[src/rtl/sprnv_pkg.sv]
package sprnv_pkg;

    // Display and chroma plane geometry.
    localparam int DISPLAY_WIDTH        = 320;
    localparam int DISPLAY_HEIGHT       = 240;
    localparam int CHROMA_SOURCE_WIDTH  = 320;
    localparam int CHROMA_SOURCE_HEIGHT = 240;

    // Field widths.
    localparam int COMP_W      = 8;
    localparam int COORD_W     = 10;
    localparam int COUNT_W     = 9;
    localparam int LUMA_ADDR_W = 17;
    localparam int CHROMA_IX_W = 15;
    localparam int CFG_IX_W    = 2;

    // The display column can reach 1023 + 511, and the row can go from -511 to 1534.
    localparam int PX_W = COORD_W + 1;
    localparam int PY_W = COORD_W + 2;

    // Wide enough for any geometry up to 1024 by 1024, before masking to the field.
    localparam int LUMA_CALC_W   = 2 * COORD_W;
    localparam int CHROMA_CALC_W = 2 * COORD_W - 2;

    // Largest sprite size that is honored.
    localparam logic [COORD_W-1:0] SIZE_MAX = COORD_W'(512);

    // Transparent color key level, equal on all three components.
    localparam logic [COMP_W-1:0] KEY_LEVEL = 8'h80;

    // Luma range in studio swing.
    localparam logic [COMP_W:0] LUMA_LO = 9'd16;
    localparam logic [COMP_W:0] LUMA_HI = 9'd235;

    // Register indexes of the configuration port.
    typedef enum logic [CFG_IX_W-1:0] {
        CFG_DEST_X        = 2'd0,
        CFG_DEST_Y        = 2'd1,
        CFG_SPRITE_WIDTH  = 2'd2,
        CFG_SPRITE_HEIGHT = 2'd3
    } t_cfg_index;

    // Effective sprite size: zero acts as one, large values saturate.
    function automatic logic [COORD_W-1:0] eff_size(input logic [COORD_W-1:0] v);
        logic [COORD_W-1:0] res;
        if (v == '0) begin
            res = COORD_W'(1);
        end else if (v > SIZE_MAX) begin
            res = SIZE_MAX;
        end else begin
            res = v;
        end
        return res;
    endfunction

endpackage

[src/rtl/sprite_rgb_to_nv21_blit_unit.sv]
// Channel   Direction  Handshake             Payload
// pixel     in         i_valid / o_stall     i_red, i_green, i_blue
// result    out        o_valid / i_stall     o_luma_*, o_chroma_*, o_cr/cb_value, o_last_pixel
// config    in         i_cfg_valid / o_cfg_ready  i_cfg_index, i_cfg_data
//
// One pixel is accepted per clock while o_stall is low. Each result passes through
// the pixel register, which holds the placed coordinates, and then the result
// register; the color conversion and address multiply sit between them.
// Reset (synchronous, active low) clears the counters and the valid flags and sets
// the configuration registers to their power-up values. A held i_stall fills both
// registers, after which o_stall rises; the configuration port is always ready.
module sprite_rgb_to_nv21_blit_unit
    import sprnv_pkg::*;
(
    input  logic                   i_clk,
    input  logic                   i_rst_n,
    // Pixel input channel.
    input  logic                   i_valid,
    output logic                   o_stall,
    input  logic [COMP_W-1:0]      i_red,
    input  logic [COMP_W-1:0]      i_green,
    input  logic [COMP_W-1:0]      i_blue,
    // Result output channel.
    output logic                   o_valid,
    input  logic                   i_stall,
    output logic                   o_luma_write,
    output logic [LUMA_ADDR_W-1:0] o_luma_address,
    output logic [COMP_W-1:0]      o_luma_value,
    output logic                   o_chroma_write,
    output logic [CHROMA_IX_W-1:0] o_chroma_index,
    output logic [COMP_W-1:0]      o_cr_value,
    output logic [COMP_W-1:0]      o_cb_value,
    output logic                   o_last_pixel,
    // Configuration write channel.
    input  logic                   i_cfg_valid,
    output logic                   o_cfg_ready,
    input  logic [CFG_IX_W-1:0]    i_cfg_index,
    input  logic [COORD_W-1:0]     i_cfg_data
);

    // Configuration registers.
    logic [COORD_W-1:0] r_dest_x, r_dest_y, r_sprite_width, r_sprite_height;

    // Sprite position counters.
    logic [COUNT_W-1:0] r_column_count, n_column_count;
    logic [COUNT_W-1:0] r_file_row_count, n_file_row_count;

    // Pixel register stage.
    logic                   r_s1_valid;
    logic [COMP_W-1:0]      r_s1_red, r_s1_green, r_s1_blue;
    logic [PX_W-1:0]        r_s1_px;
    logic signed [PY_W-1:0] r_s1_py;
    logic                   r_s1_last;

    // Result register stage.
    logic                   r_out_valid;
    logic                   r_luma_write;
    logic [LUMA_ADDR_W-1:0] r_luma_address;
    logic [COMP_W-1:0]      r_luma_value;
    logic                   r_chroma_write;
    logic [CHROMA_IX_W-1:0] r_chroma_index;
    logic [COMP_W-1:0]      r_cr_value;
    logic [COMP_W-1:0]      r_cb_value;
    logic                   r_last_pixel;

    logic out_load, s1_load, in_accept;

    // Pipeline advance: each stage moves when the one after it has room.
    assign out_load  = !r_out_valid || !i_stall;
    assign s1_load   = !r_s1_valid || out_load;
    assign o_stall   = !s1_load;
    assign in_accept = i_valid && s1_load;

    // Configuration writes are always taken.
    assign o_cfg_ready = 1'b1;

    always_ff @(posedge i_clk) begin
        if (!i_rst_n) begin
            r_dest_x        <= '0;
            r_dest_y        <= '0;
            r_sprite_width  <= COORD_W'(16);
            r_sprite_height <= COORD_W'(32);
        end else if (i_cfg_valid) begin
            case (t_cfg_index'(i_cfg_index))
                CFG_DEST_X:        r_dest_x        <= i_cfg_data;
                CFG_DEST_Y:        r_dest_y        <= i_cfg_data;
                CFG_SPRITE_WIDTH:  r_sprite_width  <= i_cfg_data;
                CFG_SPRITE_HEIGHT: r_sprite_height <= i_cfg_data;
                default:           r_dest_x        <= r_dest_x;
            endcase
        end
    end

    // Placement of the incoming pixel and the next counter values.
    logic [COORD_W-1:0]     eff_w, eff_h;
    logic                   end_col, end_row;
    logic [PX_W-1:0]        s0_px;
    logic signed [PY_W-1:0] s0_py;

    always_comb begin
        eff_w   = eff_size(r_sprite_width);
        eff_h   = eff_size(r_sprite_height);
        end_col = (COORD_W'(r_column_count) + COORD_W'(1)) >= eff_w;
        end_row = (COORD_W'(r_file_row_count) + COORD_W'(1)) >= eff_h;
        s0_px   = PX_W'(r_dest_x) + PX_W'(r_column_count);
        s0_py   = $signed(PY_W'(r_dest_y)) + $signed(PY_W'(eff_h)) - $signed(PY_W'(1))
                  - $signed(PY_W'(r_file_row_count));
        if (end_col) begin
            n_column_count   = '0;
            n_file_row_count = end_row ? '0 : r_file_row_count + COUNT_W'(1);
        end else begin
            n_column_count   = r_column_count + COUNT_W'(1);
            n_file_row_count = r_file_row_count;
        end
    end

    always_ff @(posedge i_clk) begin
        if (!i_rst_n) begin
            r_column_count   <= '0;
            r_file_row_count <= '0;
        end else if (in_accept) begin
            r_column_count   <= n_column_count;
            r_file_row_count <= n_file_row_count;
        end
    end

    // Pixel register.
    always_ff @(posedge i_clk) begin
        if (!i_rst_n) begin
            r_s1_valid <= 1'b0;
        end else if (s1_load) begin
            r_s1_valid <= i_valid;
        end
    end

    always_ff @(posedge i_clk) begin
        if (in_accept) begin
            r_s1_red   <= i_red;
            r_s1_green <= i_green;
            r_s1_blue  <= i_blue;
            r_s1_px    <= s0_px;
            r_s1_py    <= s0_py;
            r_s1_last  <= end_col && end_row;
        end
    end

    // Color conversion, visibility tests and address arithmetic.
    logic                     is_key, luma_on, chroma_on;
    logic [2*COMP_W-1:0]      luma_sum;
    logic [COMP_W:0]          luma_raw, luma_clamped;
    logic signed [17:0]       cb_sum, cr_sum;
    logic [9:0]               cb_raw, cr_raw;
    logic [COMP_W-1:0]        cb_clamped, cr_clamped;
    logic [LUMA_CALC_W-1:0]   luma_addr_full;
    logic [CHROMA_CALC_W-1:0] chroma_ix_full;

    always_comb begin
        is_key = (r_s1_red == KEY_LEVEL) && (r_s1_green == KEY_LEVEL)
                 && (r_s1_blue == KEY_LEVEL);

        luma_sum = 16'(r_s1_red) * 16'd77 + 16'(r_s1_green) * 16'd150
                   + 16'(r_s1_blue) * 16'd29 + 16'd128;
        luma_raw = 9'(luma_sum[2*COMP_W-1:COMP_W]) + LUMA_LO;
        luma_clamped = (luma_raw > LUMA_HI) ? LUMA_HI : luma_raw;

        // The 128 offset is folded in before the shift, so the sums stay positive.
        cb_sum = -18'sd43 * $signed({10'd0, r_s1_red}) - 18'sd84 * $signed({10'd0, r_s1_green})
                 + 18'sd127 * $signed({10'd0, r_s1_blue}) + 18'sd32896;
        cr_sum = 18'sd127 * $signed({10'd0, r_s1_red}) - 18'sd106 * $signed({10'd0, r_s1_green})
                 - 18'sd21 * $signed({10'd0, r_s1_blue}) + 18'sd32896;
        cb_raw = cb_sum[17:8];
        cr_raw = cr_sum[17:8];
        cb_clamped = cb_raw[9] ? '0 : (cb_raw[8] ? 8'hFF : cb_raw[7:0]);
        cr_clamped = cr_raw[9] ? '0 : (cr_raw[8] ? 8'hFF : cr_raw[7:0]);

        luma_on = !r_s1_py[PY_W-1]
                  && (r_s1_px < PX_W'(DISPLAY_WIDTH))
                  && (r_s1_py[PY_W-2:0] < (PY_W-1)'(DISPLAY_HEIGHT));
        chroma_on = !r_s1_py[PY_W-1] && !r_s1_px[0] && !r_s1_py[0]
                    && (r_s1_px[PX_W-1:1] < (PX_W-1)'(CHROMA_SOURCE_WIDTH / 2))
                    && (r_s1_py[PY_W-2:1] < (PY_W-2)'(CHROMA_SOURCE_HEIGHT / 2));

        luma_addr_full = LUMA_CALC_W'(r_s1_py[COORD_W-1:0]) * LUMA_CALC_W'(DISPLAY_WIDTH)
                         + LUMA_CALC_W'(r_s1_px[COORD_W-1:0]);
        chroma_ix_full = CHROMA_CALC_W'(r_s1_py[COORD_W-1:1])
                         * CHROMA_CALC_W'(CHROMA_SOURCE_WIDTH / 2)
                         + CHROMA_CALC_W'(r_s1_px[COORD_W-1:1]);
    end

    // Result register.
    always_ff @(posedge i_clk) begin
        if (!i_rst_n) begin
            r_out_valid <= 1'b0;
        end else if (out_load) begin
            r_out_valid <= r_s1_valid;
        end
    end

    always_ff @(posedge i_clk) begin
        if (out_load && r_s1_valid) begin
            r_last_pixel <= r_s1_last;
            if (!is_key && luma_on) begin
                r_luma_write   <= 1'b1;
                r_luma_address <= luma_addr_full[LUMA_ADDR_W-1:0];
                r_luma_value   <= luma_clamped[COMP_W-1:0];
            end else begin
                r_luma_write   <= 1'b0;
                r_luma_address <= '0;
                r_luma_value   <= '0;
            end
            if (!is_key && chroma_on) begin
                r_chroma_write <= 1'b1;
                r_chroma_index <= chroma_ix_full[CHROMA_IX_W-1:0];
                r_cr_value     <= cr_clamped;
                r_cb_value     <= cb_clamped;
            end else begin
                r_chroma_write <= 1'b0;
                r_chroma_index <= '0;
                r_cr_value     <= '0;
                r_cb_value     <= '0;
            end
        end
    end

    assign o_valid        = r_out_valid;
    assign o_luma_write   = r_luma_write;
    assign o_luma_address = r_luma_address;
    assign o_luma_value   = r_luma_value;
    assign o_chroma_write = r_chroma_write;
    assign o_chroma_index = r_chroma_index;
    assign o_cr_value     = r_cr_value;
    assign o_cb_value     = r_cb_value;
    assign o_last_pixel   = r_last_pixel;

endmodule
[config.mk]
export PLATFORM = sky130hd
export DESIGN_NAME = sprite_rgb_to_nv21_blit_unit
export DESIGN_NICKNAME = d
export VERILOG_FILES = /design/src/rtl/sprnv_pkg.sv /design/src/rtl/sprite_rgb_to_nv21_blit_unit.sv
export SDC_FILE = /design/constraint.sdc
export NUM_CORES = 1
export LEC_CHECK = 0
export BUFFER_PORTS_ARGS = -buffer_cell sky130_fd_sc_hd__buf_2
export CORE_MARGIN = 1.5
export CORE_UTILIZATION = 59
export CTS_CLUSTER_DIAMETER = 30
export CTS_CLUSTER_SIZE = 28
export DETAILED_ROUTE_END_ITERATION = 6
export GPL_ROUTABILITY_DRIVEN = 1
export HOLD_SLACK_MARGIN = 0.12
export PLACE_DENSITY_LB_ADDON = 0.08
export SETUP_SLACK_MARGIN = 0.4
export SLEW_MARGIN = 15
export SYNTH_ARGS = -nofsm -noshare
export SYNTH_HDL_FRONTEND = slang
export SYNTH_SLANG_ARGS = --single-unit
[constraint.sdc]
create_clock -name i_clk -period 18.55 [get_ports i_clk]
set_input_delay 1.855 -clock i_clk [delete_from_list [all_inputs] [get_ports i_clk]]
set_output_delay 1.855 -clock i_clk [all_outputs]
set_load 0.005 [all_outputs]
== After elaboration in Yosys (flattened, before gate mapping) ==
Index checks and enable logic that the tools add are counted.

* Bits in registers: 167
* Input port bits: 41
* Output and inout bits: 62
* Word-level logic and storage cells: 116

* $add $sub $neg: 20
* Multiply operators: 11
* $lt $le $gt $ge: 9
* Equal/unequal tests: 6
* Multiplexer cells: 11
* Bitwise operators: 2
* Reductions and logical operators: 34

{| class="wikitable"
|+ Operators by type and width
! operator !! number
|-
| two-way mux 10 bit || 4
|-
| multiplier 7 x 8 -> 15 bit (first input constant) || 2
|-
| multiplier 8 x 7 -> 15 bit (second input constant) || 2
|-
| multiplier 5 x 8 -> 13 bit (first input constant) || 2
|-
| == test 8 bit (second input constant) || 3
|-
| two-way mux 8 bit || 3
|-
| adder 9 x 1 -> 10 bit (second input constant) || 2
|-
| greater-or-equal comparator 10 bit || 2
|-
| greater-than comparator 10 bit (second input constant) || 2
|-
| zero test 10 bit || 2
|-
| adder 17 x 16 -> 18 bit || 1
|-
| adder 17 x 17 -> 18 bit (second input constant) || 1
|-
| adder 18 x 17 -> 18 bit (second input constant) || 1
|-
| adder 9 x 1 -> 9 bit (second input constant) || 2
|-
| two-way mux 9 bit || 2
|-
| adder 17 x 10 -> 17 bit || 1
|-
| subtractor 16 x 14 -> 17 bit || 1
|-
| subtractor 16 x 16 -> 17 bit || 1
|-
| adder 15 x 16 -> 16 bit || 1
|-
| adder 16 x 13 -> 16 bit || 1
|-
| adder 16 x 8 -> 16 bit (second input constant) || 1
|-
| multiplier 7 x 9 -> 16 bit (first input constant) || 1
|-
| subtractor 15 x 15 -> 16 bit || 1
|-
| adder 15 x 9 -> 15 bit || 1
|-
| 24 further kinds || 53
|}

== Logic depth before layout (Yosys ltp) ==
Gate-level depths: netlist (run 1).

* Word-level depth: 8
* Mapped depth: 32
* Depth with buffers taken out: 32

== Worst setup path after synthesis (run 1) ==
OpenSTA, ideal clock, no wires.

* Path type: flip-flop to flip-flop
* Start: reg r_s1_green[6]
* End: reg r_cr_value[0], in the netlist o_cr_value[0] (data pin)
* Library setup time: 254 ps
* Arrival: 7,390 ps
* Required time: 18,296 ps
* Path slack: 10,905 ps
* Stages on the path, launching flop included: 30
* Path buffers: 0
* Clock period less this slack: 7,645 ps
* Cell sequence: edfxtp_1 > ha_1 > inv_1 > fa_1 > fa_1 > inv_1 > ha_1 > a21oi_1 > o21bai_1 > xor2_1 > fa_1 > fa_1 > inv_1 > fa_1 > inv_1 > fa_1 > inv_1 > ha_1 > a21oi_1 > nand2_1 > a21oi_1 > xnor2_1 > ha_1 > ha_1 > or3_1 > o211ai_1 > a21oi_2 > a21oi_1 > xnor2_1 > o21a_1

* Cells in the longest elaborated chain, start to end: 7
* Elaborated cells between the ends (all ways): 12
* Those cells by class: 3 x add/sub; 1 x mul; 1 x eq/ne; 1 x mux; 1 x bitwise; 5 x reduce/logical

{| class="wikitable"
|+ Ends and longest elaborated chain
! element !! line !! source
|-
| start, declared || sprite_rgb_to_nv21_blit_unit.sv:50 || <nowiki>logic [COMP_W-1:0] r_s1_red, r_s1_green, r_s1_blue;</nowiki>
|-
| start signal, assigned || sprite_rgb_to_nv21_blit_unit.sv:139 || <nowiki>r_s1_green <= i_green;</nowiki>
|-
| branches (longest 7 deep; another with adder 17 x 17 -> 18 bit) || -- ||
|-
| end signal, assigned || sprite_rgb_to_nv21_blit_unit.sv:214 || <nowiki>r_cr_value <= cr_clamped;</nowiki>
|-
| end, declared || sprite_rgb_to_nv21_blit_unit.sv:62 || <nowiki>logic [COMP_W-1:0] r_cr_value;</nowiki>
|}

Several ways; the timed one is not identified.
A chain may end at the register's enable or synchronous reset.

== Final worst setup path (run 1) ==
* Start: reg r_s1_green[0]
* End: reg r_cr_value[7], in the netlist o_cr_value[7] (data pin)

The elaborated chain is that of the path after synthesis.

==> flow_summary.toml, run 1 <==
[yosys]
synth_nets = 2562
syn_area_um2 = 19500
yosysWarnings = 0
avgSynthCellArea_um2 = 9.92
synthTopCellsByArea = "ha_1, fa_1, edfxtp_1"
synth_edf_count = 107
synth_seq_cells = 167
synth_top_area_share_pct = 24.7
synth_cell_type_count = 76
synth.largest_area_cell = "ha_1"
syn_inst = 1961
synth-seq-area-share_pct = 22.7
yosys-top-cells-count = "ha_1, inv_1, fa_1, nand2_1, edfxtp_1"
async_reset_ff_share_pct = 0
ys.flop_type = "edfxtp_1"

[final_layout]
diodes = 0
syn_to_final_growth_pct = 8.23
final_net_count = 2668
drive_above_1_share_pct = 7.93
fin_util_pct = 64.7

[sta]
worst_slew_pin_slew_ps = 1050
fin_skew_ps = 9.22
drv_slew = 0
final.setup.tns_ps = 0
hold_viol_final = 0
slew_headroom_pct = 29.5
fin_crit_ps = 8300
min_period_over_period_pct = 44.8
fmax_mhz = 120
setup_viol = 0
rsz0062_at_grt = "no"

[global_routing]
grt_max_degree = 62
antenna_found_initial = 1
track_usage_pct = 26.1
grt_pass1_vias = 13800
grt_remaining_overflow = 0
grt_pass1_wl_um = 68600

[status]
outcome = "complete, no violations"

[detailed_routing]
drt_iter0_markers = 754
ant_nets = 0
via_per_inst = 5.35
vias = 13500
wire_per_inst_um = 16.5
drc = 0
routed_wl_um = 41600
drt_first_pass_iters = 5

[worst_setup_path]
worstPathArrival_ps = 8620
cp.required_ps = 18870
cp-endpoint = "o_cr_value[7]"
rr_worst_depth = 31
critical_path.max_fanout = 8
cp-end-kind = "flop"
start_kind = "flop"
startpoint = "r_s1_green[0]"
rr_startpoint = "r_s1_green[0]"
regToRegEndpoint = "o_cr_value[7]"
r2r_setup_slack_ps = 10250
path_class = "flop to flop"
critPathMaxStageDelay_ps = 540
cp_slowest_cell = "fa_1"

[place]
port_buffers = 101
gp_congestion = 0.908
dp_hpwl_um = 35200

[floorplanning]
core_area_um2 = 32500
start_util_pct = 59.8
io_pins = 103
die_w_um = 185
die_h_um = 185
fp.dieArea_um2 = 34100
fp-row-count = 66

[clock_tree]
cts_resized = 0
clockBufferDepth = 2
cts_made_buffers = 17
root_buffer = "clkbuf_16"
cts_setup_buffers = 0
cts-htree-levels = 4
cts_sinks = 167
cts_tree = "yes"
clk_pin_slew_ps = 70
hold_buffers = 0
clk_latency_ps = 450

[run]
maxCapViolCount = 0

[hold_path]
hp-class = "flop to flop"
[cell families (layout without fill, tap and decap cells)]
kind of cell	Yosys count	in the layout	synth area share, %
xor gates and xnor gates	140	140	6.42
DFF	167	167	22.7
buffers and inverters	407	526	7.87
AOI/OAI and AO/OA	305	305	10.6
adders and majority gates	561	561	42.8
muxes	10	10	0.514
and+or+nand+nor	370	370	9.05
other	1	1	0.0193
[sequential cells by signal, indices dropped and copies added (netlist names), 8 cells and up]
name              cells
r_dest_y             10
o_luma_address       17
r_column_count        9
r_file_row_count      9
r_s1_red              8
r_sprite_height      10
r_sprite_width       10
o_chroma_index       15
r_s1_py              12
r_dest_x             10
o_luma_value          8
r_s1_blue             8
o_cb_value            8
r_s1_green            8
r_s1_px              11
o_cr_value            8
[worst min-delay path by stage]
stage,to,from,cells after the start
4_1_cts,o_last_pixel,r_s1_last,0
3_5_place_dp,o_last_pixel,r_s1_last,0
5_1_grt,o_last_pixel,r_s1_last,0
3_3_place_gp,o_last_pixel,r_s1_last,0
6_report,o_last_pixel,r_s1_last,0
2_1_floorplan,o_last_pixel,r_s1_last,0
[through the flow]
step | setup slack [ps] | cell area [um^2] | hold slack, ps | instances
floorplan | 10910 | 19500 | 400 | 1961
global placement | 10520 | 20500 | 432 | 2490
detailed placement | 10310 | 20500 | 413 | 2490
CTS | 10260 | 21100 | 455 | 2522
global route | 9750 | 21100 | 481 | 2522
finish | 10250 | 21100 | 449 | 2522
[routing by layer]
layer	GRT usage, %	wire, um	vias up
li1	-	-	6733
met1	36.3	20100	6420
met2	40.9	18300	277
met3	5.08	2160	63
met4	8.78	1090	0
met5	0	0	-
[area by class of cell]
| class | count | area, um^2 |
|---|---|---|
| fill | 2693 | 11500 |
| timing repair buffer | 106 | 543 |
| clock buffer | 21 | 440 |
| tap | 442 | 553 |
| inverter | 388 | 1460 |
| clock inverter | 11 | 124 |
| sequential | 167 | 4410 |
| multi-input combinational | 1387 | 13500 |
[critical path, delay by kind of cell (launching register included)]
| kind | cells | cell delay, ps |
|---|---|---|
| AO/OA/AOI/OAI | 9 | 1850 |
| XOR/XNOR | 2 | 330 |
| adder cells (fa/ha/maj) | 11 | 4690 |
| buffers and inverters | 6 | 440 |
| flip-flops | 1 | 520 |
| AND/OR/NAND/NOR | 3 | 340 |
[cells in the final DEF, fill, tap and decap left out, types with 21 or more instances in the layout]
master	instances
buf_2	101
edfxtp_1	107
nand2_1	118
xnor2_1	90
nand3_1	30
ha_1	384
nor2b_1	26
o21ai_0	42
nor2_1	98
a21o_1	26
a21boi_0	30
inv_1	384
nor3_1	21
xor2_1	47
fa_1	176
o21a_1	30
dfxtp_1	60
a21oi_1	77
Power of run 1 is left out: the tool's default activity adds up to more than one toggle a clock period on the data nets, which glitch-free logic cannot reach.
==> run 2: changes to the inputs <==
--- a/config.mk
+++ b/config.mk
@@ -5,9 +5,10 @@
 export SDC_FILE = /design/constraint.sdc
 export NUM_CORES = 1
 export LEC_CHECK = 0
+export ABC_AREA = 1
 export BUFFER_PORTS_ARGS = -buffer_cell sky130_fd_sc_hd__buf_2
 export CORE_MARGIN = 1.5
-export CORE_UTILIZATION = 59
+export CORE_UTILIZATION = 58
 export CTS_CLUSTER_DIAMETER = 30
 export CTS_CLUSTER_SIZE = 28
 export DETAILED_ROUTE_END_ITERATION = 6
==> constraint.sdc (replaced) <==
create_clock -name i_clk -period 7.6 [get_ports i_clk]
set_input_delay 0.76 -clock i_clk [delete_from_list [all_inputs] [get_ports i_clk]]
set_output_delay 0.76 -clock i_clk [all_outputs]
set_load 0.005 [all_outputs]
==> run 2 against run 1 <==
Compared with the run above:
- hold slack got worse by 22 ps
- clock skew rose by 14 ps
- routed wire length rose by 17%
- via count rose by 17%
- critical path type unchanged
==> flow_summary.toml, run 2 <==
[status]
outcome = "complete, no violations"

[clock_tree]
clockBufferDepth = 2
clk_latency_ps = 460
root_buffer = "clkbuf_16"
cts-htree-levels = 4
cts_made_buffers = 17
cts_tree = "yes"
hold_buffers = 0
cts_sinks = 167
clk_pin_slew_ps = 90

[yosys]
synth.largest_area_cell = "ha_1"
synth_top_area_share_pct = 23.6
synth.most_common_cell = "inv_1"
synth_cell_type_count = 61
ys.flop_type = "edfxtp_1"
synthTopCellsByArea = "ha_1, fa_1, edfxtp_1"
yosysWarnings = 0
yosys-top-cells-count = "inv_1, ha_1, nand2_1, fa_1, a21oi_1"
synth-seq-area-share_pct = 21.7
async_reset_ff_share_pct = 0
syn_area_um2 = 20300
synth_nets = 2923
syn_inst = 2322
synth_seq_cells = 167
synth_edf_count = 107
avgSynthCellArea_um2 = 8.76

[floorplanning]
core_area_um2 = 34500
die_h_um = 190
start_util_pct = 58.9
io_pins = 103
die_w_um = 190
fp.dieArea_um2 = 36200
fp-row-count = 68

[final_layout]
final_common_cell = "inv_1"
syn_to_final_growth_pct = 15.1
fill_cells = 2839
largest_reg_flops = 17
fin_util_pct = 67.8
final_cell_mix = "inv_1, ha_1, nand2_1, fa_1, nor2_1"
drive_above_1_share_pct = 15.7
final_net_count = 3113

[sta]
fin_skew_ps = 23.3
rsz0062_at_grt = "yes"
fin_crit_ps = 7520
drv_slew = 0
min_period_over_period_pct = 99.0
worst_slew_pin_slew_ps = 1030
fmax_mhz = 133
setup_viol = 0
hold_viol_final = 0
slew_headroom_pct = 30.5

[detailed_routing]
drc = 0
routed_wl_um = 48600
ant_nets = 0
drt_first_pass_iters = 7
wire_per_inst_um = 16.3
via_per_inst = 5.27
drt_iter0_markers = 952
vias = 15700

[worst_setup_path]
critical_path.max_fanout = 8
cp_slowest_cell = "fa_1"
cpMostUsedCell = "inv_1"
critPathMaxStageDelay_ps = 560
path_class = "flop to flop"
worstPathArrival_ps = 7730
cp-end-kind = "flop"
cp.required_ps = 7810
start_kind = "flop"

[global_routing]
antenna_found_initial = 1
grt_remaining_overflow = 0
track_usage_pct = 27.9
grt_max_degree = 52
grt_pass1_vias = 15900
grt_pass1_wl_um = 79300

[hold_path]
hp-class = "flop to flop"

[place]
port_buffers = 101
gp_congestion = 0.904
dp_hpwl_um = 39900

[run]
maxCapViolCount = 0
run 2: logic make-up after synthesis:
kind of cell    Yosys count  synth area share, %
compound gates          321                 9.00
xor+xnor                115                 5.12
fa+ha+maj               560                 40.9
buf+inv                 537                 9.94
flops                   167                 21.7
other cells               1               0.0184
simple gates            621                 13.3
run 2: worst max-delay path, delay by kind of cell (launching register included):
kind	cells	cell delay, ps
adder cells (fa/ha/maj)	11	4250
AO/OA/AOI/OAI	4	480
XOR/XNOR	2	350
AND/OR/NAND/NOR	12	1200
buffers and inverters	7	490
flip-flops	1	500
run 2: metrics by stage:
stage,instance area [um^2],cells,hold WS (ps),setup slack [ps],TNS [ps]
CTS,22700,2954,430,77.6,0
detailed placement,21900,2909,412,-156,-1100
finish,23400,2981,426,76.5,0
global route,23400,2980,432,-333,-2490
floorplan,20500,2322,400,197,0
global placement,21900,2909,402,48.6,0
run 2: worst paths after layout:
check	start	end	slack, ps	cells past startpoint
max	r_s1_green[2]	o_cr_value[7]	80	36
min	r_s1_last	o_last_pixel	430	0
max reg2reg	r_s1_green[2]	o_cr_value[7]	80	36
min reg2reg	r_s1_last	o_last_pixel	430	0
run 2: final cells by class:
| cell class | count | area [um^2] | area share, % |
|---|---|---|---|
| Inverter | 522 | 1960 | 8.37 |
| Clock inverter | 15 | 173 | 0.737 |
| Antenna cell | 1 | 2.50 | 0.0107 |
| Sequential cell | 167 | 4410 | 18.9 |
| Tap cell | 455 | 569 | 2.43 |
| Clock buffer | 17 | 425 | 1.82 |
| Multi-Input combinational cell | 1618 | 14700 | 62.9 |
| Timing Repair Buffer | 186 | 1150 | 4.92 |
run 2: per-layer routing:
metal / GRT usage [%] / part of all wire (%)
met1: 39.9 / 48
met2: 43.9 / 45
met3: 4.29 / 5.2
met4: 8.09 / 2.2
met5: 0 / 0
run 2: what timing repair did:
action / CTS / global route
setup buffers: 13 / 26
resized for setup: 20 / 109
pin swaps: 23 / 62
setup endpoints to repair: 24 / 24
Power of run 2 is left out for the same reason.
